$ cat src/hdl/pocp_pkg.sv
`timescale 1ns / 1ps

package pocp_pkg;

    // Field widths
    localparam int SampleW = 14;
    localparam int MagW    = 15;
    localparam int RmsW    = 12;
    localparam int FaultW  = 2;
    localparam int RmsLimW = 16;
    localparam int InstW   = 13;
    localparam int WinW    = 10;
    localparam int CfgIdxW = 2;
    localparam int CfgW    = 16;

    // Stream payload widths, padded to whole bytes
    localparam int InDataW  = 32;
    localparam int OutDataW = 40;

    // peak / 1.414 * 0.25 as a Q16 reciprocal
    localparam int                RmsShift = 16;
    localparam logic [13:0]       RMS_MUL  = 14'd11587;
    localparam logic [RmsW-1:0]   RMS_MAX  = 12'd4095;

    // Fault codes
    localparam logic [FaultW-1:0] FAULT_NONE    = 2'd0;
    localparam logic [FaultW-1:0] FAULT_RMS     = 2'd1;
    localparam logic [FaultW-1:0] FAULT_INSTANT = 2'd2;

    // Configuration register indexes
    localparam logic [CfgIdxW-1:0] REG_RMS_LIMIT     = 2'd0;
    localparam logic [CfgIdxW-1:0] REG_INSTANT_LIMIT = 2'd1;
    localparam logic [CfgIdxW-1:0] REG_WINDOW        = 2'd2;

    // Configuration reset values
    localparam logic [RmsLimW-1:0] RMS_LIMIT_RST     = 16'd0;
    localparam logic [InstW-1:0]   INSTANT_LIMIT_RST = 13'd200;
    localparam logic [WinW-1:0]    WINDOW_RST        = 10'd300;

    typedef struct packed {
        logic                      motor_stopped;
        logic signed [SampleW-1:0] phase_w_mv;
        logic signed [SampleW-1:0] phase_u_mv;
    } sample_t;

    typedef struct packed {
        logic [MagW-1:0] abs_u;
        logic [MagW-1:0] abs_v;
        logic [MagW-1:0] abs_w;
        logic            instant_trip;
    } phase_t;

    typedef struct packed {
        logic [RmsW-1:0] rms_u;
        logic [RmsW-1:0] rms_v;
        logic [RmsW-1:0] rms_w;
        logic            updated;
        logic            rms_trip;
    } win_t;

    typedef struct packed {
        logic            rms_updated;
        logic [RmsW-1:0] rms_w;
        logic [RmsW-1:0] rms_v;
        logic [RmsW-1:0] rms_u;
        logic [FaultW-1:0] fault_code;
        logic            trip_now;
    } result_t;

    // Scale a peak to an rms estimate, saturating at full scale
    function automatic logic [RmsW-1:0] rms_of(input logic [MagW-1:0] peak);
        logic [MagW+13:0] prod;
        logic [MagW+13-RmsShift:0] scaled;
        prod   = peak * RMS_MUL;
        scaled = prod[MagW+13:RmsShift];
        if (scaled[MagW+13-RmsShift]) begin
            rms_of = RMS_MAX;
        end else begin
            rms_of = scaled[RmsW-1:0];
        end
    endfunction

endpackage

$ cat src/hdl/phase_overcurrent_protector_unit.sv
`timescale 1ns / 1ps

// Channel    | Dir | Ports                    | Payload
// -----------+-----+--------------------------+----------------------------------------
// sample in  | in  | s_axis_tvalid/tready/tdata | phase_u_mv, phase_w_mv, motor_stopped
// result out | out | m_axis_tvalid/tready/tdata | trip_now, fault_code, rms_u/v/w, updated
// config     | in  | cfg_we/cfg_index/cfg_wdata | rms_limit, instant_limit, window_samples
//
// One sample per cycle sustained while m_axis_tready stays high; a sample goes input
// register -> compute -> output register, so its result is offered on m_axis from the
// output register once the compute step has run, and a stall on m_axis holds it back.
// The compute step (offset subtract, abs, peak max, rms multiply, limit compare) is a
// single combinational pass that also updates all state in the same cycle.
// A stalled output holds its result; the input register still takes one more sample.
// aresetn (synchronous, active low) clears offsets, peaks, window count, rms values,
// the latched fault and the configuration registers to their defaults.

module phase_overcurrent_protector_unit (
    input  logic                             aclk,
    input  logic                             aresetn,

    input  logic                             s_axis_tvalid,
    output logic                             s_axis_tready,
    // [13:0] phase_u_mv, [27:14] phase_w_mv, [28] motor_stopped, [31:29] zero
    input  logic [pocp_pkg::InDataW-1:0]     s_axis_tdata,

    output logic                             m_axis_tvalid,
    input  logic                             m_axis_tready,
    // [0] trip_now, [2:1] fault_code, [14:3] rms_u, [26:15] rms_v,
    // [38:27] rms_w, [39] rms_updated
    output logic [pocp_pkg::OutDataW-1:0]    m_axis_tdata,

    input  logic                             cfg_we,
    input  logic [pocp_pkg::CfgIdxW-1:0]     cfg_index,
    input  logic [pocp_pkg::CfgW-1:0]        cfg_wdata
);

    // Configuration registers
    logic [pocp_pkg::RmsLimW-1:0] rms_limit_reg;
    logic [pocp_pkg::InstW-1:0]   instant_limit_reg;
    logic [pocp_pkg::WinW-1:0]    window_reg;

    // Input register
    logic                         in_valid_reg, in_valid_next;
    pocp_pkg::sample_t            in_data_reg;

    // Output register
    logic                         out_valid_reg, out_valid_next;
    pocp_pkg::result_t            out_data_reg, out_data_next;

    logic [pocp_pkg::FaultW-1:0]  fault_reg, fault_next;
    logic                         advance;
    logic                         in_xfer;
    pocp_pkg::phase_t             phase;
    pocp_pkg::win_t               win;

    // Write configuration; indexes beyond the list are dropped
    always_ff @(posedge aclk) begin
        if (!aresetn) begin
            rms_limit_reg     <= pocp_pkg::RMS_LIMIT_RST;
            instant_limit_reg <= pocp_pkg::INSTANT_LIMIT_RST;
            window_reg        <= pocp_pkg::WINDOW_RST;
        end else if (cfg_we) begin
            unique case (cfg_index)
                pocp_pkg::REG_RMS_LIMIT: begin
                    rms_limit_reg <= cfg_wdata;
                end
                pocp_pkg::REG_INSTANT_LIMIT: begin
                    instant_limit_reg <= cfg_wdata[pocp_pkg::InstW-1:0];
                end
                pocp_pkg::REG_WINDOW: begin
                    window_reg <= cfg_wdata[pocp_pkg::WinW-1:0];
                end
                default: begin
                end
            endcase
        end
    end

    // Advance when a sample waits and the output register is free or draining
    assign advance       = in_valid_reg && (!out_valid_reg || m_axis_tready);
    assign s_axis_tready = !in_valid_reg || advance;
    assign in_xfer       = s_axis_tvalid && s_axis_tready;

    always_comb begin
        in_valid_next = in_xfer ? 1'b1 : (advance ? 1'b0 : in_valid_reg);
    end

    always_ff @(posedge aclk) begin
        if (!aresetn) begin
            in_valid_reg <= 1'b0;
        end else begin
            in_valid_reg <= in_valid_next;
        end
    end

    always_ff @(posedge aclk) begin
        if (in_xfer) begin
            in_data_reg <= pocp_pkg::sample_t'(s_axis_tdata[2*pocp_pkg::SampleW:0]);
        end
    end

    pocp_phase_front u_front (
        .aclk          (aclk),
        .aresetn       (aresetn),
        .advance       (advance),
        .sample        (in_data_reg),
        .instant_limit (instant_limit_reg),
        .phase         (phase)
    );

    pocp_window_rms u_window (
        .aclk           (aclk),
        .aresetn        (aresetn),
        .advance        (advance),
        .phase          (phase),
        .window_samples (window_reg),
        .rms_limit      (rms_limit_reg),
        .win            (win)
    );

    // Latch the fault; an rms trip in the same sample wins over an instant trip
    always_comb begin
        priority if (win.rms_trip) begin
            fault_next = pocp_pkg::FAULT_RMS;
        end else if (phase.instant_trip) begin
            fault_next = pocp_pkg::FAULT_INSTANT;
        end else begin
            fault_next = fault_reg;
        end
    end

    always_ff @(posedge aclk) begin
        if (!aresetn) begin
            fault_reg <= pocp_pkg::FAULT_NONE;
        end else if (advance) begin
            fault_reg <= fault_next;
        end
    end

    always_comb begin
        out_data_next.trip_now    = phase.instant_trip || win.rms_trip;
        out_data_next.fault_code  = fault_next;
        out_data_next.rms_u       = win.rms_u;
        out_data_next.rms_v       = win.rms_v;
        out_data_next.rms_w       = win.rms_w;
        out_data_next.rms_updated = win.updated;
        out_valid_next = advance ? 1'b1 : (m_axis_tready ? 1'b0 : out_valid_reg);
    end

    always_ff @(posedge aclk) begin
        if (!aresetn) begin
            out_valid_reg <= 1'b0;
        end else begin
            out_valid_reg <= out_valid_next;
        end
    end

    always_ff @(posedge aclk) begin
        if (advance) begin
            out_data_reg <= out_data_next;
        end
    end

    assign m_axis_tvalid = out_valid_reg;
    assign m_axis_tdata  = out_data_reg;

endmodule

$ cat src/hdl/pocp_phase_front.sv
`timescale 1ns / 1ps

module pocp_phase_front (
    input  logic                          aclk,
    input  logic                          aresetn,
    input  logic                          advance,
    input  pocp_pkg::sample_t             sample,
    input  logic [pocp_pkg::InstW-1:0]    instant_limit,
    output pocp_pkg::phase_t              phase
);

    logic signed [pocp_pkg::SampleW-1:0] offset_u_reg, offset_u_next;
    logic signed [pocp_pkg::SampleW-1:0] offset_w_reg, offset_w_next;
    logic signed [pocp_pkg::SampleW:0]   diff_u, diff_w;
    logic signed [pocp_pkg::SampleW+1:0] diff_v;
    logic [pocp_pkg::MagW-1:0]           lim;

    // Capture first, so a stopped sample sees zero differences
    always_comb begin
        offset_u_next = sample.motor_stopped ? sample.phase_u_mv : offset_u_reg;
        offset_w_next = sample.motor_stopped ? sample.phase_w_mv : offset_w_reg;
    end

    always_ff @(posedge aclk) begin
        if (!aresetn) begin
            offset_u_reg <= '0;
            offset_w_reg <= '0;
        end else if (advance) begin
            offset_u_reg <= offset_u_next;
            offset_w_reg <= offset_w_next;
        end
    end

    always_comb begin
        diff_u = {sample.phase_u_mv[pocp_pkg::SampleW-1], sample.phase_u_mv}
               - {offset_u_next[pocp_pkg::SampleW-1], offset_u_next};
        diff_w = {sample.phase_w_mv[pocp_pkg::SampleW-1], sample.phase_w_mv}
               - {offset_w_next[pocp_pkg::SampleW-1], offset_w_next};
        diff_v = -({diff_u[pocp_pkg::SampleW], diff_u}
                 + {diff_w[pocp_pkg::SampleW], diff_w});
        lim    = {instant_limit, 2'b00};

        phase.abs_u = diff_u[pocp_pkg::SampleW]
                    ? pocp_pkg::MagW'(-diff_u) : pocp_pkg::MagW'(diff_u);
        phase.abs_w = diff_w[pocp_pkg::SampleW]
                    ? pocp_pkg::MagW'(-diff_w) : pocp_pkg::MagW'(diff_w);
        phase.abs_v = diff_v[pocp_pkg::SampleW+1]
                    ? pocp_pkg::MagW'(-diff_v) : pocp_pkg::MagW'(diff_v);
        phase.instant_trip = (phase.abs_u > lim) || (phase.abs_v > lim)
                          || (phase.abs_w > lim);
    end

endmodule

$ cat src/hdl/pocp_window_rms.sv
`timescale 1ns / 1ps

module pocp_window_rms (
    input  logic                          aclk,
    input  logic                          aresetn,
    input  logic                          advance,
    input  pocp_pkg::phase_t              phase,
    input  logic [pocp_pkg::WinW-1:0]     window_samples,
    input  logic [pocp_pkg::RmsLimW-1:0]  rms_limit,
    output pocp_pkg::win_t                win
);

    logic [pocp_pkg::MagW-1:0] peak_u_reg, peak_v_reg, peak_w_reg;
    logic [pocp_pkg::MagW-1:0] peak_u_next, peak_v_next, peak_w_next;
    logic [pocp_pkg::MagW-1:0] peak_u_max, peak_v_max, peak_w_max;
    logic [pocp_pkg::WinW-1:0] count_reg, count_next, count_inc, win_len;
    logic [pocp_pkg::RmsW-1:0] rms_u_reg, rms_v_reg, rms_w_reg;
    logic [pocp_pkg::RmsW-1:0] rms_u_next, rms_v_next, rms_w_next;
    logic                      close;

    always_comb begin
        peak_u_max = (phase.abs_u > peak_u_reg) ? phase.abs_u : peak_u_reg;
        peak_v_max = (phase.abs_v > peak_v_reg) ? phase.abs_v : peak_v_reg;
        peak_w_max = (phase.abs_w > peak_w_reg) ? phase.abs_w : peak_w_reg;

        // A zero window length behaves as one
        win_len   = (window_samples == '0) ? pocp_pkg::WinW'(1) : window_samples;
        count_inc = count_reg + pocp_pkg::WinW'(1);
        close     = (count_inc >= win_len);

        count_next  = close ? '0 : count_inc;
        peak_u_next = close ? '0 : peak_u_max;
        peak_v_next = close ? '0 : peak_v_max;
        peak_w_next = close ? '0 : peak_w_max;
        rms_u_next  = close ? pocp_pkg::rms_of(peak_u_max) : rms_u_reg;
        rms_v_next  = close ? pocp_pkg::rms_of(peak_v_max) : rms_v_reg;
        rms_w_next  = close ? pocp_pkg::rms_of(peak_w_max) : rms_w_reg;

        win.rms_u    = rms_u_next;
        win.rms_v    = rms_v_next;
        win.rms_w    = rms_w_next;
        win.updated  = close;
        win.rms_trip = close
            && ((pocp_pkg::RmsLimW'(rms_u_next) > rms_limit)
             || (pocp_pkg::RmsLimW'(rms_v_next) > rms_limit)
             || (pocp_pkg::RmsLimW'(rms_w_next) > rms_limit));
    end

    always_ff @(posedge aclk) begin
        if (!aresetn) begin
            peak_u_reg <= '0;
            peak_v_reg <= '0;
            peak_w_reg <= '0;
            count_reg  <= '0;
            rms_u_reg  <= '0;
            rms_v_reg  <= '0;
            rms_w_reg  <= '0;
        end else if (advance) begin
            peak_u_reg <= peak_u_next;
            peak_v_reg <= peak_v_next;
            peak_w_reg <= peak_w_next;
            count_reg  <= count_next;
            rms_u_reg  <= rms_u_next;
            rms_v_reg  <= rms_v_next;
            rms_w_reg  <= rms_w_next;
        end
    end

endmodule

$ cat config.mk
export PLATFORM = sky130hd
export DESIGN_NAME = phase_overcurrent_protector_unit
export DESIGN_NICKNAME = d
export VERILOG_FILES = /design/src/hdl/pocp_pkg.sv /design/src/hdl/phase_overcurrent_protector_unit.sv /design/src/hdl/pocp_phase_front.sv /design/src/hdl/pocp_window_rms.sv
export SDC_FILE = /design/constraint.sdc
export NUM_CORES = 1
export LEC_CHECK = 0
export ABC_AREA = 1
export BUFFER_PORTS_ARGS = -buffer_cell sky130_fd_sc_hd__buf_2
export CORE_ASPECT_RATIO = 0.9
export CORE_UTILIZATION = 24
export DETAILED_ROUTE_END_ITERATION = 12
export PLACE_DENSITY = 0.41
export SYNTH_ARGS = -nofsm -noshare
export SYNTH_HDL_FRONTEND = slang
export SYNTH_SLANG_ARGS = --single-unit
$ cat constraint.sdc
create_clock -name aclk -period 18 [get_ports aclk]
set_input_delay 0.9 -clock aclk [delete_from_list [all_inputs] [get_ports aclk]]
set_output_delay 0.9 -clock aclk [all_outputs]
set_load 0.01 [all_outputs]
# After elaboration in Yosys (flattened, before gate mapping)
# Index checks and enable logic that the tools add are counted.
# W data, S select, Z words.
[word_totals]
memories = 0
mem_bits_ro = 0
ram_bits = 0
ff_bits = 231
latch_bits = 0
out_inout_bits = 42
inputBits = 55
wordCells = 91
[op_classes]
n_div = 0
multipliers = 3
n_addsub = 8
n_bitwise = 0
n_shift = 0
muxes = 25
magnitude_cmp = 10
n_reduce_logical = 19
eq_ne = 2
[op_table]
columns = ["op", "n"]
rows = [
  ["$mux W15", 9],
  ["$gt A15 B15 Y1", 6],
  ["$mul A15 B14 Y29 const B", 3],
  ["$mux W12", 6],
  ["$gt A12 B16 Y1", 3],
  ["$neg A15 Y15", 3],
  ["$sub A14 B14 Y15", 2],
  ["$mux W14", 2],
  ["$mux W10", 2],
  ["$add A15 B15 Y16", 1],
  ["$neg A16 Y16", 1],
  ["$add A10 B1 Y10 const B", 1],
  ["$ge A10 B10 Y1", 1],
  ["$logic_not A10 Y1", 1],
  ["$logic_or A1 B1 Y1", 7],
  ["$reduce_and A2 Y1", 3],
  ["$mux W1", 4],
  ["$mux W2", 2],
  ["$reduce_bool A2 Y1", 2],
  ["$logic_and A1 B1 Y1", 3],
  ["$eq A2 B1 Y1 const B", 1],
  ["$eq A2 B2 Y1 const B", 1],
  ["$logic_not A1 Y1", 2],
  ["$logic_not A2 Y1", 1],
]

# Logic depth before layout (Yosys ltp)
[logic_depth]
depth_word = 16
mapped_depth = 81
mapped_depth_nobuf = 78

# Hierarchy
# Synthesis repeated with hierarchy kept, for this count alone.
[unflattened]
hier_cells = 3777
hier_area_um2 = 28133.2
[modules_own_cells]
columns = ["module", "seq_area_each_um2", "area_each_um2", "n_inst", "cells_each"]
rows = [
  ["pocp_window_rms", 1821.7, 17908.4, 1, 2411],
  ["pocp_phase_front", 560.5, 6307.3, 1, 1055],
  ["phase_overcurrent_protector_unit", 2932.8, 3917.5, 1, 311],
]

# Worst setup path before layout
# OpenSTA, ideal clock, no wires.
[synth_timing]
path_kind = "register to register"
startpoint = "reg in_data_reg[28] (netlist name)"
endpoint = "reg fault_reg[0] (netlist name)"
path_buffers = 4
stages_incl_launch_ff = 76
slack_ps = 6493
setup_ps = 116
period_less_slack_ps = 11507
arrival_ps = 11391
path_cell_list = "edfxtp_1 > clkbuf_1 > clkbuf_1 > nand2_1 > o21ai_0 > ha_1 > inv_1 > fa_1 > nand3_1 > nand2_1 > nand2_1 > nand2_1 > nand2_1 > nand2_1 > nand2_1 > nand2_4 > inv_2 > ha_1 > (+40 left out) > nand2_1 > buf_6 > nand3b_1 > nand2_1 > inv_1 > ha_1 > nand2_1 > inv_1 > a221oi_1 > o21ai_0 > nand2_1 > a21oi_1 > o21ai_0 > a21boi_0 > o21ai_0 > o21ai_0 > o21ai_0 > inv_1"
[synth_lines]
columns = ["element", "line", "text"]
rows = [
  ["start: declaration", "phase_overcurrent_protector_unit.sv:45", "pocp_pkg::sample_t in_data_reg;"],
  ["start signal: assignment", "phase_overcurrent_protector_unit.sv:99", "in_data_reg <= pocp_pkg::sample_t'(s_axis_tdata[2*pocp_pkg::SampleW:0]);"],
  ["end signal: assignment", "phase_overcurrent_protector_unit.sv:135", "fault_reg <= pocp_pkg::FAULT_NONE;"],
  ["end signal: assignment", "phase_overcurrent_protector_unit.sv:137", "fault_reg <= fault_next;"],
  ["end: declaration", "phase_overcurrent_protector_unit.sv:51", "logic [pocp_pkg::FaultW-1:0] fault_reg, fault_next;"],
]

==> results.cfg <==
[outcome]
status = complete, but fails checks
violations = design-rule violations

[cells_and_area]
layoutNonFillerInstCount = 5325
layout-drive-gt1-share_pct = 6.38
final_cell_mix = nand2_1 (819), inv_1 (700), ha_1 (498), a21oi_1 (291), nor2_1 (241)
finalNetCount = 4511
area_delta_synth_final_pct = 12.0
largest_register_ffs = 40
final_common_cell = nand2_1
n_antenna_cell = 0

[setup_path]
critPathCaptureType = register
slowest_delay_ns = 0.59
worst_setup_path_start_kind = register
cpMostUsedCell = nand2_1
slowest_stage = o21ai_0
worstPathMaxFanout = 30
arrival_ns = 14.99
critical_path_buf_inv_count = 12
critical_path_required_ns = 18.49
criticalPathCategory = register to register
cp_top_family = adder cells

[routing]
ant_nets = 0
routed_wl_um = 79700
viasPerCell = 4.36
drc = 2
dr.pass1.iters = 9
routed-via-count = 23200
initialDrtViolationCount = 1306
wl_per_cell_um = 15.0

[yosys]
ys_ff_latch = 231
async_reset_ff_share_pct = 0
syn_avg_cell_area_sq_um = 7.34
ys.flop_type = dfxtp_1
netlist_instances = 3726
synth_nets = 4421
synth_area_sq_um = 27400
yosysWarnings = 0
ys_seq_area_share_pct = 19.4
yosysUniqueCellTypes = 51
synth-edff-count = 69

[sta]
hold_viol = 0
setup_violations = 0
skew_ns = 0.0121
hold_ws_ns = 0.452
period_needed_ns = 14.50
slew_headroom_pct = 37.1
fmax_ghz = 0.0690
rsz0062_at_grt = false
worstMarginPinSlew_ns = 0.931
setup_tns_ns = 0
drv_slew = 0
finalCritPeriodShare_pct = 80.5

[cts]
clockRootBuffer = clkbuf_16
clk_path_buf_depth = 3
cts-htree-levels = 1
cts_inserted_buffers = 29
hold_buffers = 0
clock_latency_ns = 0.60
path_clk_slew_ns = 0.06
clock_sinks = 231
cts_tree = done
post_cts_resized = 0
cts_setup_buffers = 0

[placement]
dp_hpwl_um = 67200
gp_routability_congestion = 0.858
port_buffers = 93
dp_cells = 5272

[grt]
grt_max_degree = 112
grt-ovfl-total = 0
antenna_found_initial = 0
grt_use_total_pct = 14.0
grt_pass1_wl_um = 128000
grt_pass1_vias = 22900

[floorplan]
pin_count = 97
die_x_um = 358
start_util_pct = 24.2
rows = 117
core_area_sq_um = 113000
die_y_um = 322
die_area_sq_um = 115000

[flow_run]
cap_violations = 0

[worst_hold_path]
min_path_type = register to register
==> area by class of cell <==
type	count	area, sq um
Clock inverter	17	189
Tap cell	1487	1860
Multi-Input combinational cell	2721	19100
Inverter	709	2670
Clock buffer	36	772
Timing Repair Buffer	124	698
Sequential cell	231	5320
Fill cell	12600	82400
==> synthesized netlist by cell type, types with 37 or more instances <==
cell type  count  area (sq um)
ha_1         498          6230
nand2_1      820          3080
xor2_1        51           447
a21oi_1      291          1460
or2_2         37           231
inv_1        702          2640
dfxtp_1      162          3240
clkbuf_1      57           214
nor2_1       242           908
nor3_1        41           205
o21ai_0      188           941
edfxtp_1      69          2070
nand3_1      144           721
fa_1         142          2840
==> final timing paths <==
kind	startpoint	end	slack [ns]	cells after the start
worst min register to register	u_front.offset_u_reg[0]	u_front.offset_u_reg[0]	0.45	2
worst max-delay path	in_data_reg[28]	fault_reg[0]	3.50	73
worst max register to register	in_data_reg[28]	fault_reg[0]	3.50	73
worst min-delay path	u_front.offset_u_reg[0]	u_front.offset_u_reg[0]	0.45	2
==> tightest hold or removal path, delay by kind of cell, from the launching register on <==
family          cells  cell delay (ns)
flops               1             0.30
compound gates      1             0.05
buf+inv             1             0.06
==> per-stage QoR <==
step / cell area [sq um] / utilization (%) / setup WS [ns]
2_1_floorplan: 27400 / - / 6.49
3_3_place_gp: 29700 / 26.2 / 3.30
3_5_place_dp: 29700 / 26.2 / 3.30
4_1_cts: 30600 / 27.1 / 3.26
5_1_grt: 30600 / 27.1 / 1.70
6_report: 30600 / 27.1 / 3.50
==> kinds of logic (layout without fill, tap and decap cells) <==
group | Yosys count | count (layout) | synth area share, %
adders and majority gates | 640 | 640 | 33.2
buffers and inverters | 774 | 886 | 10.7
xor gates and xnor gates | 77 | 77 | 2.55
and+or+nand+nor | 1382 | 1382 | 21.2
AOI/OAI and AO/OA | 596 | 596 | 12.0
muxes | 26 | 26 | 0.951
DFF | 231 | 231 | 19.4
==> per-layer routing <==
| metal | track usage [%] | share of wire, % | vias to the layer above |
|---|---|---|---|
| met5 | 0 | 0 | - |
| met4 | 2.35 | 1.7 | 0 |
| met3 | 1.30 | 2.7 | 55 |
| met2 | 21.2 | 41 | 260 |
| met1 | 21.3 | 54 | 10600 |
| li1 | - | - | 12300 |
Power is left out: the tool's default activity adds up to more than one toggle a clock period on the data nets, which glitch-free logic cannot reach.
